==> src/rtl/ihex_pkg.sv <==
// Shared types, constants and character helpers for the Intel HEX record encoder.
// No dependencies.
package ihex_pkg;

    typedef enum logic [1:0] {
        OP_ADD    = 2'd0,
        OP_FLUSH  = 2'd1,
        OP_FINISH = 2'd2,
        OP_NONE   = 2'd3
    } op_t;

    typedef enum logic [2:0] {
        CH_COLON,
        CH_HI,
        CH_LO,
        CH_NL,
        CH_EOF
    } char_sel_t;

    typedef enum logic [3:0] {
        S_IDLE,
        S_CHECK,
        S_WRITE,
        S_COLON,
        S_BYTE_HI,
        S_BYTE_LO,
        S_NL,
        S_EOF
    } state_t;

    typedef enum logic [1:0] {
        PH_BREAK,
        PH_FULL,
        PH_FLUSH
    } phase_t;

    typedef struct packed {
        logic      load_item;
        logic      restart;
        logic      write_byte;
        logic      finish_full;
        logic      clear_rec;
        logic      clr_pos;
        logic      emit;
        logic      emit_last;
        char_sel_t sel;
    } dp_cmd_t;

    typedef struct packed {
        op_t  op;
        logic brk;
        logic pending;
        logic full_next;
        logic len_one;
        logic last_byte;
        logic eof_end;
        logic out_free;
    } dp_stat_t;

    localparam logic [4:0] CFG_RESET = 5'd16;
    localparam logic [7:0] CHR_COLON = 8'h3A;
    localparam logic [7:0] CHR_NL    = 8'h0A;
    localparam logic [7:0] CHR_ZERO  = 8'h30;
    localparam logic [7:0] CHR_ONE   = 8'h31;
    localparam logic [7:0] CHR_F     = 8'h46;
    localparam logic [3:0] EOF_LAST  = 4'd11;

    function automatic logic [7:0] hex_digit(input logic [3:0] v);
        if (v < 4'd10)
            return CHR_ZERO + {4'h0, v};
        else
            return 8'h37 + {4'h0, v};
    endfunction

    // ":00000001FF\n"
    function automatic logic [7:0] eof_char(input logic [3:0] i);
        case (i)
            4'd0:    return CHR_COLON;
            4'd8:    return CHR_ONE;
            4'd9:    return CHR_F;
            4'd10:   return CHR_F;
            4'd11:   return CHR_NL;
            default: return CHR_ZERO;
        endcase
    endfunction

endpackage

==> src/rtl/intel_hex_record_encoder.sv <==
// Intel HEX record encoder: one item in flight. An add item that closes a record emits
// it one output character per cycle from the output register while the output is not
// stalled, with no idle controller states between characters.
// A finish item adds the end record. Output stalls hold the sequencer.
// Reset (rst_n, async low) clears the pending record and sets bytes_per_line to 16;
// the line buffer is not cleared. Depends on ihex_pkg, ihex_ctrl, ihex_dp.
module intel_hex_record_encoder #(
    parameter int MAX_LINE_BYTES = 16
) (
    input  logic        clk,
    input  logic        rst_n,
    input  logic        in_valid,
    output logic        in_ready,
    input  logic [1:0]  operation,
    input  logic [15:0] address,
    input  logic [7:0]  data_byte,
    output logic        out_valid,
    input  logic        out_ready,
    output logic [7:0]  text_char,
    output logic        last,
    input  logic        cfg_wr_en,
    input  logic [4:0]  cfg_wr_data
);
    import ihex_pkg::*;

    dp_cmd_t  cmd;
    dp_stat_t stat;

    ihex_ctrl u_ctrl (
        .clk      (clk),
        .rst_n    (rst_n),
        .in_valid (in_valid),
        .in_ready (in_ready),
        .stat     (stat),
        .cmd      (cmd)
    );

    ihex_dp #(
        .MAX_LINE_BYTES (MAX_LINE_BYTES)
    ) u_dp (
        .clk         (clk),
        .rst_n       (rst_n),
        .operation   (operation),
        .address     (address),
        .data_byte   (data_byte),
        .cfg_wr_en   (cfg_wr_en),
        .cfg_wr_data (cfg_wr_data),
        .out_ready   (out_ready),
        .out_valid   (out_valid),
        .text_char   (text_char),
        .last        (last),
        .cmd         (cmd),
        .stat        (stat)
    );
endmodule

==> src/rtl/ihex_ram.sv <==
// Generic single-write, single-read RAM with registered read data.
// No dependencies.
module ihex_ram #(
    parameter int WIDTH = 8,
    parameter int DEPTH = 16
) (
    input  logic                                    clk,
    input  logic                                    we,
    input  logic [((DEPTH > 1) ? $clog2(DEPTH) : 1)-1:0] waddr,
    input  logic [WIDTH-1:0]                        wdata,
    input  logic                                    re,
    input  logic [((DEPTH > 1) ? $clog2(DEPTH) : 1)-1:0] raddr,
    output logic [WIDTH-1:0]                        rdata
);
    logic [WIDTH-1:0] mem_reg [DEPTH];
    logic [WIDTH-1:0] rdata_reg;

    always_ff @(posedge clk)
    begin
        if (we)
            mem_reg[waddr] <= wdata;
        if (re)
            rdata_reg <= mem_reg[raddr];
    end

    assign rdata = rdata_reg;
endmodule

==> src/rtl/ihex_ctrl.sv <==
// Controller state machine: sequences record checks, buffer writes and character output.
// Depends on ihex_pkg.
module ihex_ctrl (
    input  logic               clk,
    input  logic               rst_n,
    input  logic               in_valid,
    output logic               in_ready,
    input  ihex_pkg::dp_stat_t stat,
    output ihex_pkg::dp_cmd_t  cmd
);
    import ihex_pkg::*;

    state_t state_reg, state_next;
    phase_t phase_reg, phase_next;

    always_ff @(posedge clk or negedge rst_n)
    begin
        if (!rst_n)
        begin
            state_reg <= S_IDLE;
            phase_reg <= PH_FLUSH;
        end
        else
        begin
            state_reg <= state_next;
            phase_reg <= phase_next;
        end
    end

    always_comb
    begin
        state_next = state_reg;
        phase_next = phase_reg;
        case (state_reg)
            S_IDLE:
            begin
                if (in_valid)
                    state_next = S_CHECK;
            end
            S_CHECK:
            begin
                case (stat.op)
                    OP_ADD:
                    begin
                        if (stat.brk && stat.pending)
                        begin
                            phase_next = PH_BREAK;
                            state_next = S_COLON;
                        end
                        else
                            state_next = S_WRITE;
                    end
                    OP_FLUSH, OP_FINISH:
                    begin
                        if (stat.pending)
                        begin
                            phase_next = PH_FLUSH;
                            state_next = S_COLON;
                        end
                        else if (stat.op == OP_FINISH)
                            state_next = S_EOF;
                        else
                            state_next = S_IDLE;
                    end
                    default: state_next = S_IDLE;
                endcase
            end
            S_WRITE:
            begin
                if (stat.full_next)
                begin
                    phase_next = PH_FULL;
                    state_next = S_COLON;
                end
                else
                    state_next = S_IDLE;
            end
            S_COLON:
            begin
                if (stat.out_free)
                    state_next = S_BYTE_HI;
            end
            S_BYTE_HI:
            begin
                if (stat.out_free)
                    state_next = S_BYTE_LO;
            end
            S_BYTE_LO:
            begin
                if (stat.out_free)
                    state_next = stat.last_byte ? S_NL : S_BYTE_HI;
            end
            S_NL:
            begin
                if (stat.out_free)
                begin
                    case (phase_reg)
                        PH_BREAK: state_next = S_WRITE;
                        PH_FULL:  state_next = S_IDLE;
                        default:  state_next = (stat.op == OP_FINISH) ? S_EOF : S_IDLE;
                    endcase
                end
            end
            S_EOF:
            begin
                if (stat.out_free && stat.eof_end)
                    state_next = S_IDLE;
            end
            default: state_next = S_IDLE;
        endcase
    end

    always_comb
    begin
        cmd      = '0;
        cmd.sel  = CH_COLON;
        in_ready = 1'b0;
        case (state_reg)
            S_IDLE:
            begin
                in_ready      = 1'b1;
                cmd.load_item = in_valid;
            end
            S_CHECK:
            begin
                cmd.clr_pos = 1'b1;
                if (stat.op == OP_ADD)
                    cmd.restart = stat.brk && !stat.pending;
                else if (stat.op == OP_FLUSH || stat.op == OP_FINISH)
                    cmd.clear_rec = !stat.pending;
            end
            S_WRITE:
            begin
                cmd.clr_pos    = 1'b1;
                cmd.write_byte = 1'b1;
            end
            S_COLON:
            begin
                cmd.emit = 1'b1;
                cmd.sel  = CH_COLON;
            end
            S_BYTE_HI:
            begin
                cmd.emit = 1'b1;
                cmd.sel  = CH_HI;
            end
            S_BYTE_LO:
            begin
                cmd.emit = 1'b1;
                cmd.sel  = CH_LO;
            end
            S_NL:
            begin
                cmd.emit    = 1'b1;
                cmd.sel     = CH_NL;
                cmd.clr_pos = 1'b1;
                case (phase_reg)
                    PH_BREAK:
                    begin
                        cmd.emit_last = !stat.len_one;
                        cmd.restart   = stat.out_free;
                    end
                    PH_FULL:
                    begin
                        cmd.emit_last   = 1'b1;
                        cmd.finish_full = stat.out_free;
                    end
                    default:
                    begin
                        cmd.emit_last = (stat.op != OP_FINISH);
                        cmd.clear_rec = stat.out_free;
                    end
                endcase
            end
            S_EOF:
            begin
                cmd.emit      = 1'b1;
                cmd.sel       = CH_EOF;
                cmd.emit_last = stat.eof_end;
            end
            default: cmd = '0;
        endcase
    end
endmodule

==> src/rtl/ihex_dp.sv <==
// Datapath: item registers, record state, line buffer, checksum and output register.
// Depends on ihex_pkg and ihex_ram.
module ihex_dp #(
    parameter int MAX_LINE_BYTES = 16
) (
    input  logic               clk,
    input  logic               rst_n,
    input  logic [1:0]         operation,
    input  logic [15:0]        address,
    input  logic [7:0]         data_byte,
    input  logic               cfg_wr_en,
    input  logic [4:0]         cfg_wr_data,
    input  logic               out_ready,
    output logic               out_valid,
    output logic [7:0]         text_char,
    output logic               last,
    input  ihex_pkg::dp_cmd_t  cmd,
    output ihex_pkg::dp_stat_t stat
);
    import ihex_pkg::*;

    localparam int CW = $clog2(MAX_LINE_BYTES + 1);
    localparam int AW = (MAX_LINE_BYTES > 1) ? $clog2(MAX_LINE_BYTES) : 1;
    localparam int PW = $clog2(MAX_LINE_BYTES + 13);

    op_t           op_reg;
    logic [15:0]   addr_reg;
    logic [7:0]    byte_reg;
    logic [15:0]   start_reg, start_next;
    logic [CW-1:0] count_reg, count_next;
    logic [4:0]    cfg_reg;
    logic [PW-1:0] pos_reg, pos_next;
    logic [7:0]    sum_reg, sum_next;
    logic [7:0]    char_reg, char_next;
    logic          last_reg;
    logic          out_valid_reg, out_valid_next;

    logic [CW-1:0] len;
    logic [CW-1:0] count_inc;
    logic [PW-1:0] rec_end;
    logic [PW-1:0] rd_idx;
    logic [7:0]    cur_byte;
    logic [7:0]    rd_data;
    logic          out_free;
    logic          emit_fire;
    logic          next_data;
    logic          rd_en;

    always_comb
    begin
        if (cfg_reg == 5'd0)
            len = CW'(1);
        else if (int'(cfg_reg) > MAX_LINE_BYTES)
            len = CW'(MAX_LINE_BYTES);
        else
            len = CW'(cfg_reg);
    end

    assign count_inc = count_reg + CW'(1);
    assign rec_end   = PW'(4) + PW'(count_reg);
    assign rd_idx    = pos_reg - PW'(3);
    assign out_free  = !out_valid_reg || out_ready;
    assign emit_fire = cmd.emit && out_free;
    assign next_data = (pos_reg >= PW'(3)) && (pos_reg < rec_end - PW'(1));
    assign rd_en     = emit_fire && (cmd.sel == CH_LO) && next_data;

    always_comb
    begin
        if (pos_reg == PW'(0))
            cur_byte = 8'(count_reg);
        else if (pos_reg == PW'(1))
            cur_byte = start_reg[15:8];
        else if (pos_reg == PW'(2))
            cur_byte = start_reg[7:0];
        else if (pos_reg == PW'(3))
            cur_byte = 8'h00;
        else if (pos_reg < rec_end)
            cur_byte = rd_data;
        else
            cur_byte = (~sum_reg) + 8'd1;
    end

    always_comb
    begin
        case (cmd.sel)
            CH_COLON: char_next = CHR_COLON;
            CH_HI:    char_next = hex_digit(cur_byte[7:4]);
            CH_LO:    char_next = hex_digit(cur_byte[3:0]);
            CH_NL:    char_next = CHR_NL;
            CH_EOF:   char_next = eof_char(pos_reg[3:0]);
            default:  char_next = CHR_NL;
        endcase
    end

    always_comb
    begin
        start_next = start_reg;
        count_next = count_reg;
        if (cmd.restart)
        begin
            start_next = addr_reg;
            count_next = '0;
        end
        else if (cmd.write_byte)
            count_next = count_inc;
        else if (cmd.finish_full)
        begin
            start_next = addr_reg + 16'd1;
            count_next = '0;
        end
        else if (cmd.clear_rec)
        begin
            start_next = '0;
            count_next = '0;
        end
    end

    always_comb
    begin
        pos_next = pos_reg;
        sum_next = sum_reg;
        if (cmd.clr_pos)
        begin
            pos_next = '0;
            sum_next = '0;
        end
        else if (emit_fire && cmd.sel == CH_LO)
        begin
            pos_next = pos_reg + PW'(1);
            sum_next = sum_reg + cur_byte;
        end
        else if (emit_fire && cmd.sel == CH_EOF)
            pos_next = pos_reg + PW'(1);
    end

    always_comb
    begin
        out_valid_next = out_valid_reg;
        if (emit_fire)
            out_valid_next = 1'b1;
        else if (out_ready)
            out_valid_next = 1'b0;
    end

    always_ff @(posedge clk or negedge rst_n)
    begin
        if (!rst_n)
        begin
            start_reg     <= '0;
            count_reg     <= '0;
            cfg_reg       <= CFG_RESET;
            pos_reg       <= '0;
            sum_reg       <= '0;
            out_valid_reg <= 1'b0;
        end
        else
        begin
            start_reg     <= start_next;
            count_reg     <= count_next;
            pos_reg       <= pos_next;
            sum_reg       <= sum_next;
            out_valid_reg <= out_valid_next;
            if (cfg_wr_en)
                cfg_reg <= cfg_wr_data;
        end
    end

    always_ff @(posedge clk)
    begin
        if (cmd.load_item)
        begin
            op_reg   <= op_t'(operation);
            addr_reg <= address;
            byte_reg <= data_byte;
        end
        if (emit_fire)
        begin
            char_reg <= char_next;
            last_reg <= cmd.emit_last;
        end
    end

    ihex_ram #(
        .WIDTH (8),
        .DEPTH (MAX_LINE_BYTES)
    ) u_line_buf (
        .clk   (clk),
        .we    (cmd.write_byte),
        .waddr (count_reg[AW-1:0]),
        .wdata (byte_reg),
        .re    (rd_en),
        .raddr (rd_idx[AW-1:0]),
        .rdata (rd_data)
    );

    always_comb
    begin
        stat.op        = op_reg;
        stat.brk       = ({1'b0, start_reg} + 17'(count_reg)) != {1'b0, addr_reg};
        stat.pending   = (count_reg != '0);
        stat.full_next = (count_inc >= len);
        stat.len_one   = (len == CW'(1));
        stat.last_byte = (pos_reg == rec_end);
        stat.eof_end   = (pos_reg == PW'(EOF_LAST));
        stat.out_free  = out_free;
    end

    assign out_valid = out_valid_reg;
    assign text_char = char_reg;
    assign last      = last_reg;
endmodule

==> config.mk <==
export PLATFORM = sky130hd
export DESIGN_NAME = intel_hex_record_encoder
export DESIGN_NICKNAME = d
export VERILOG_FILES = /design/src/rtl/ihex_pkg.sv /design/src/rtl/intel_hex_record_encoder.sv /design/src/rtl/ihex_ram.sv /design/src/rtl/ihex_ctrl.sv /design/src/rtl/ihex_dp.sv
export SDC_FILE = /design/constraint.sdc
export NUM_CORES = 1
export LEC_CHECK = 0
export BUFFER_PORTS_ARGS = -buffer_cell sky130_fd_sc_hd__buf_4
export CAP_MARGIN = 30
export CORE_ASPECT_RATIO = 0.5
export CORE_MARGIN = 3
export CORE_UTILIZATION = 55
export DETAILED_ROUTE_END_ITERATION = 8
export PLACE_DENSITY = 0.75
export SYNTH_ARGS = -nofsm -noshare
export SYNTH_HDL_FRONTEND = slang
export SYNTH_SLANG_ARGS = --single-unit
==> constraint.sdc <==
create_clock -name clk -period 4.5 [get_ports clk]
set_clock_uncertainty 0.2 [all_clocks]
set_input_delay 0.45 -clock clk [delete_from_list [all_inputs] [get_ports clk]]
set_output_delay 0.45 -clock clk [all_outputs]
set_load 0.02 [all_outputs]
==> flow_metrics.env <==
export IMPL_dp_hpwl_um=18800
export IMPL_clk_pin_slew_ns=0.06
export IMPL_synth_edf_count=170
export IMPL_synth_seq_cells=215
export IMPL_synth_distinct_cells=81
export IMPL_cp_slowest_cell="or4b_2"
export IMPL_gp_congestion=0.972
export IMPL_grt_use_met3_pct=4.65
export IMPL_async_flop_share_pct=20.9
export IMPL_critPathKind="reg2reg"
export IMPL_rows=36
export IMPL_use_met1_pct=37.6
export IMPL_cp_slowest_stage_delay_ns=0.77
export IMPL_worst_slack_ns=0.181
export IMPL_io_pins=47
export IMPL_max_cap_violations=0
export IMPL_io_buffers=45
export IMPL_max_freq_mhz=232
export IMPL_p_leak_nw=4.86
export IMPL_ir_worst_vdd_mv=0.227
export IMPL_place_ws_ns=0.207
export IMPL_dp_cells=1147
export IMPL_synth_ff_type="edfxtp_1"
export IMPL_diodes=0
export IMPL_synth_area_sq_um=11200
export IMPL_synth_most_common_cell="edfxtp_1"
export IMPL_post_route_period_util_pct=96.0
export IMPL_die_area_sq_um=22200
export IMPL_worst_path_dominant_cell_family="compound AO/OA/AOI/OAI gates"
export IMPL_hp_class="in2reg"
export IMPL_critPathLaunchType="flip-flop"
export IMPL_syn_mean_instance_area_sq_um=13.0
export IMPL_cp_common_cell="a21o_1"
export IMPL_post_drt_wl_per_cell_um=23.0
export IMPL_synthCells=862
export IMPL_grt_max_degree=46
export IMPL_drt_iter0_drc=844
export IMPL_syn2layout_area_growth_pct=14.4
export IMPL_die_height_um=107
export IMPL_fp_coreArea_sq_um=19700
export IMPL_endpoint_kind="flip-flop"
export IMPL_postRouteAntennaNets=0
export IMPL_clk_path_buf_depth=3
export IMPL_grt_util_met2_pct=41.0
export IMPL_fin_cells=1219
export IMPL_antenna_found_initial=0
export IMPL_crit_required_ns=4.71
export IMPL_placed_cell_area_sq_um=11800
export IMPL_die_w_um=208
export IMPL_critPathMaxFanout=10
export IMPL_pwr_density_cell_nw_per_um2=590
export IMPL_largest_reg_flops=128
export IMPL_grt_pass1_wl_um=44200
export IMPL_fin_area_sq_um=12800
export IMPL_cts_root_buf="clkbuf_16"
export IMPL_synth_nets=947
export IMPL_tightestPinTransition_ns=0.840
export IMPL_routed_wirelength_um=28000
export IMPL_maxSlewViolCount=0
export IMPL_setup_viol=0
export IMPL_cp_buffers_inverters=2
export IMPL_finalHoldViolCount=0
export IMPL_cp_arrival_ns=4.53
export IMPL_cts_sinks=215
export IMPL_worstPathCellList="inv_1 > ha_1 > or4b_2 > nor2_1 > nor4b_1 > o21ai_0 > o211ai_1 > buf_4 > fa_1 > a21o_1 > a21o_1 > a21o_1 > a21oi_1 > xnor2_1 > a22o_1"
export IMPL_min_period_ns=4.32
export IMPL_synth_top_cell_by_area="edfxtp_1"
export IMPL_rsz0062_at_grt="false"
export IMPL_detail_route_first_pass_iterations=9
export IMPL_vias_per_cell=6.38
export IMPL_status="completed"
export IMPL_setup_tns_ns=0
export IMPL_ys_warnings_count=0
export IMPL_busiest_layer="met2"
export IMPL_final_layout_size_suffix_gt1_share_pct=16.8
export IMPL_dr_total_vias=7775
export IMPL_grt_pass1_vias=7665
export IMPL_cts_htree_levels=1
export IMPL_start_util_pct=56.7
export IMPL_synth_area_top_cells="edfxtp_1 46%, dfrtp_1 9.6%, mux4_2 8.1%"
export IMPL_synth_top_area_share_pct=45.6
export IMPL_cts_buffers=20
export IMPL_relSlewSlack_pct=43.8
export IMPL_drc=0
export IMPL_clkLatencyLatePin_ns=0.53
export IMPL_seq_area_frac_synth_pct=55.7
export IMPL_fin_nets=1024
export IMPL_track_usage_pct=25.7
export IMPL_synth_common_cells="170 x edfxtp_1, 58 x nand2_1, 52 x nor2_1"
export IMPL_grt_overflow=0
export IMPL_cts_tree="yes"
## worst min-delay path: stages
cell and delay [ns]:
buf_4 0.09, nand2b_1 0.20, nand2_1 0.07
## layout by cell type, fill, tap and decap left out, types with 7 or more instances in the layout
cell / instances
a21o_1: 19
a21oi_1: 36
a221o_1: 12
a22o_1: 10
and3_1: 21
buf_4: 65
clkbuf_16: 20
dfrtp_1: 42
dlygate4sd3_1: 33
edfxtp_1: 170
ha_1: 47
inv_1: 24
mux2i_1: 8
mux4_2: 40
nand2_1: 58
nand2b_1: 8
nand3_1: 23
nand4_1: 12
nor2_1: 52
nor2b_1: 10
nor3_1: 19
nor4_1: 7
o211ai_1: 8
o21a_1: 8
o21ai_0: 38
xnor2_1: 26
xor2_1: 17
## path summary, 6_finish.rpt
check | from | endpoint | slack (ns) | depth (start not counted)
setup / recovery | u_dp.pos_reg[0] | u_dp.sum_reg[6] | 0.18 | 15
min in group asynchronous | rst_n | u_dp.cfg_reg[2] | 0.31 | 2
hold / removal | out_ready | u_dp.out_valid | 0.12 | 3
hold reg to reg | u_dp.sum_reg[7] | u_dp.sum_reg[7] | 0.31 | 1
max in group asynchronous | rst_n | u_dp.pos_reg[0] | 3.33 | 2
setup reg to reg | u_dp.pos_reg[0] | u_dp.sum_reg[6] | 0.18 | 15
## metrics by stage
step	util [%]	power (W)	hold slack [ns]
after floorplan	-	0.00494	-0.0456
after global placement	59.7	0.00571	0.299
after detailed placement	59.7	0.00579	0.298
after CTS	64.7	0.00751	0.114
after global routing	64.9	0.00798	0.139
final	64.9	0.00755	0.119
## report_power, final
part,switching [W],leakage (nW),internal (W)
registers,0.000353,2.10,0.00245
clock network,0.000758,0.310,0.000936
logic,0.00172,2.45,0.00133
## per-layer routing
layer | vias to the layer above | share of wire [%]
li1 | 3494 | -
met1 | 3925 | 43
met2 | 312 | 47
met3 | 44 | 7.5
met4 | 0 | 1.9
met5 | - | 0
## cell families after synthesis
logic type | synth area share, %
compound gates | 12.0
xor+xnor | 3.37
fa+ha+maj | 5.61
buf+inv | 2.67
flops | 55.7
mux | 9.17
other cells | 0.0335
simple gates | 11.5
## layout make-up
class / instances / area [sq um]
clock buffer: 28 / 561
inverter: 26 / 97.6
fill: 1444 / 6930
multi-input combinational: 578 / 4670
tap: 266 / 333
sequential: 215 / 6230
clock inverter: 8 / 87.6
timing repair buffer: 98 / 818
## repair_timing
| action | 4_1_cts | 5_1_grt |
|---|---|---|
| hold buffers | 33 | 0 |
| buffers inserted | 0 | 2 |
| resized for setup | 0 | 2 |
| endpoints found under the setup margin | 0 | 2 |
| hold endpoints to repair | 74 | 0 |
Power figures use the tool's default switching activity.
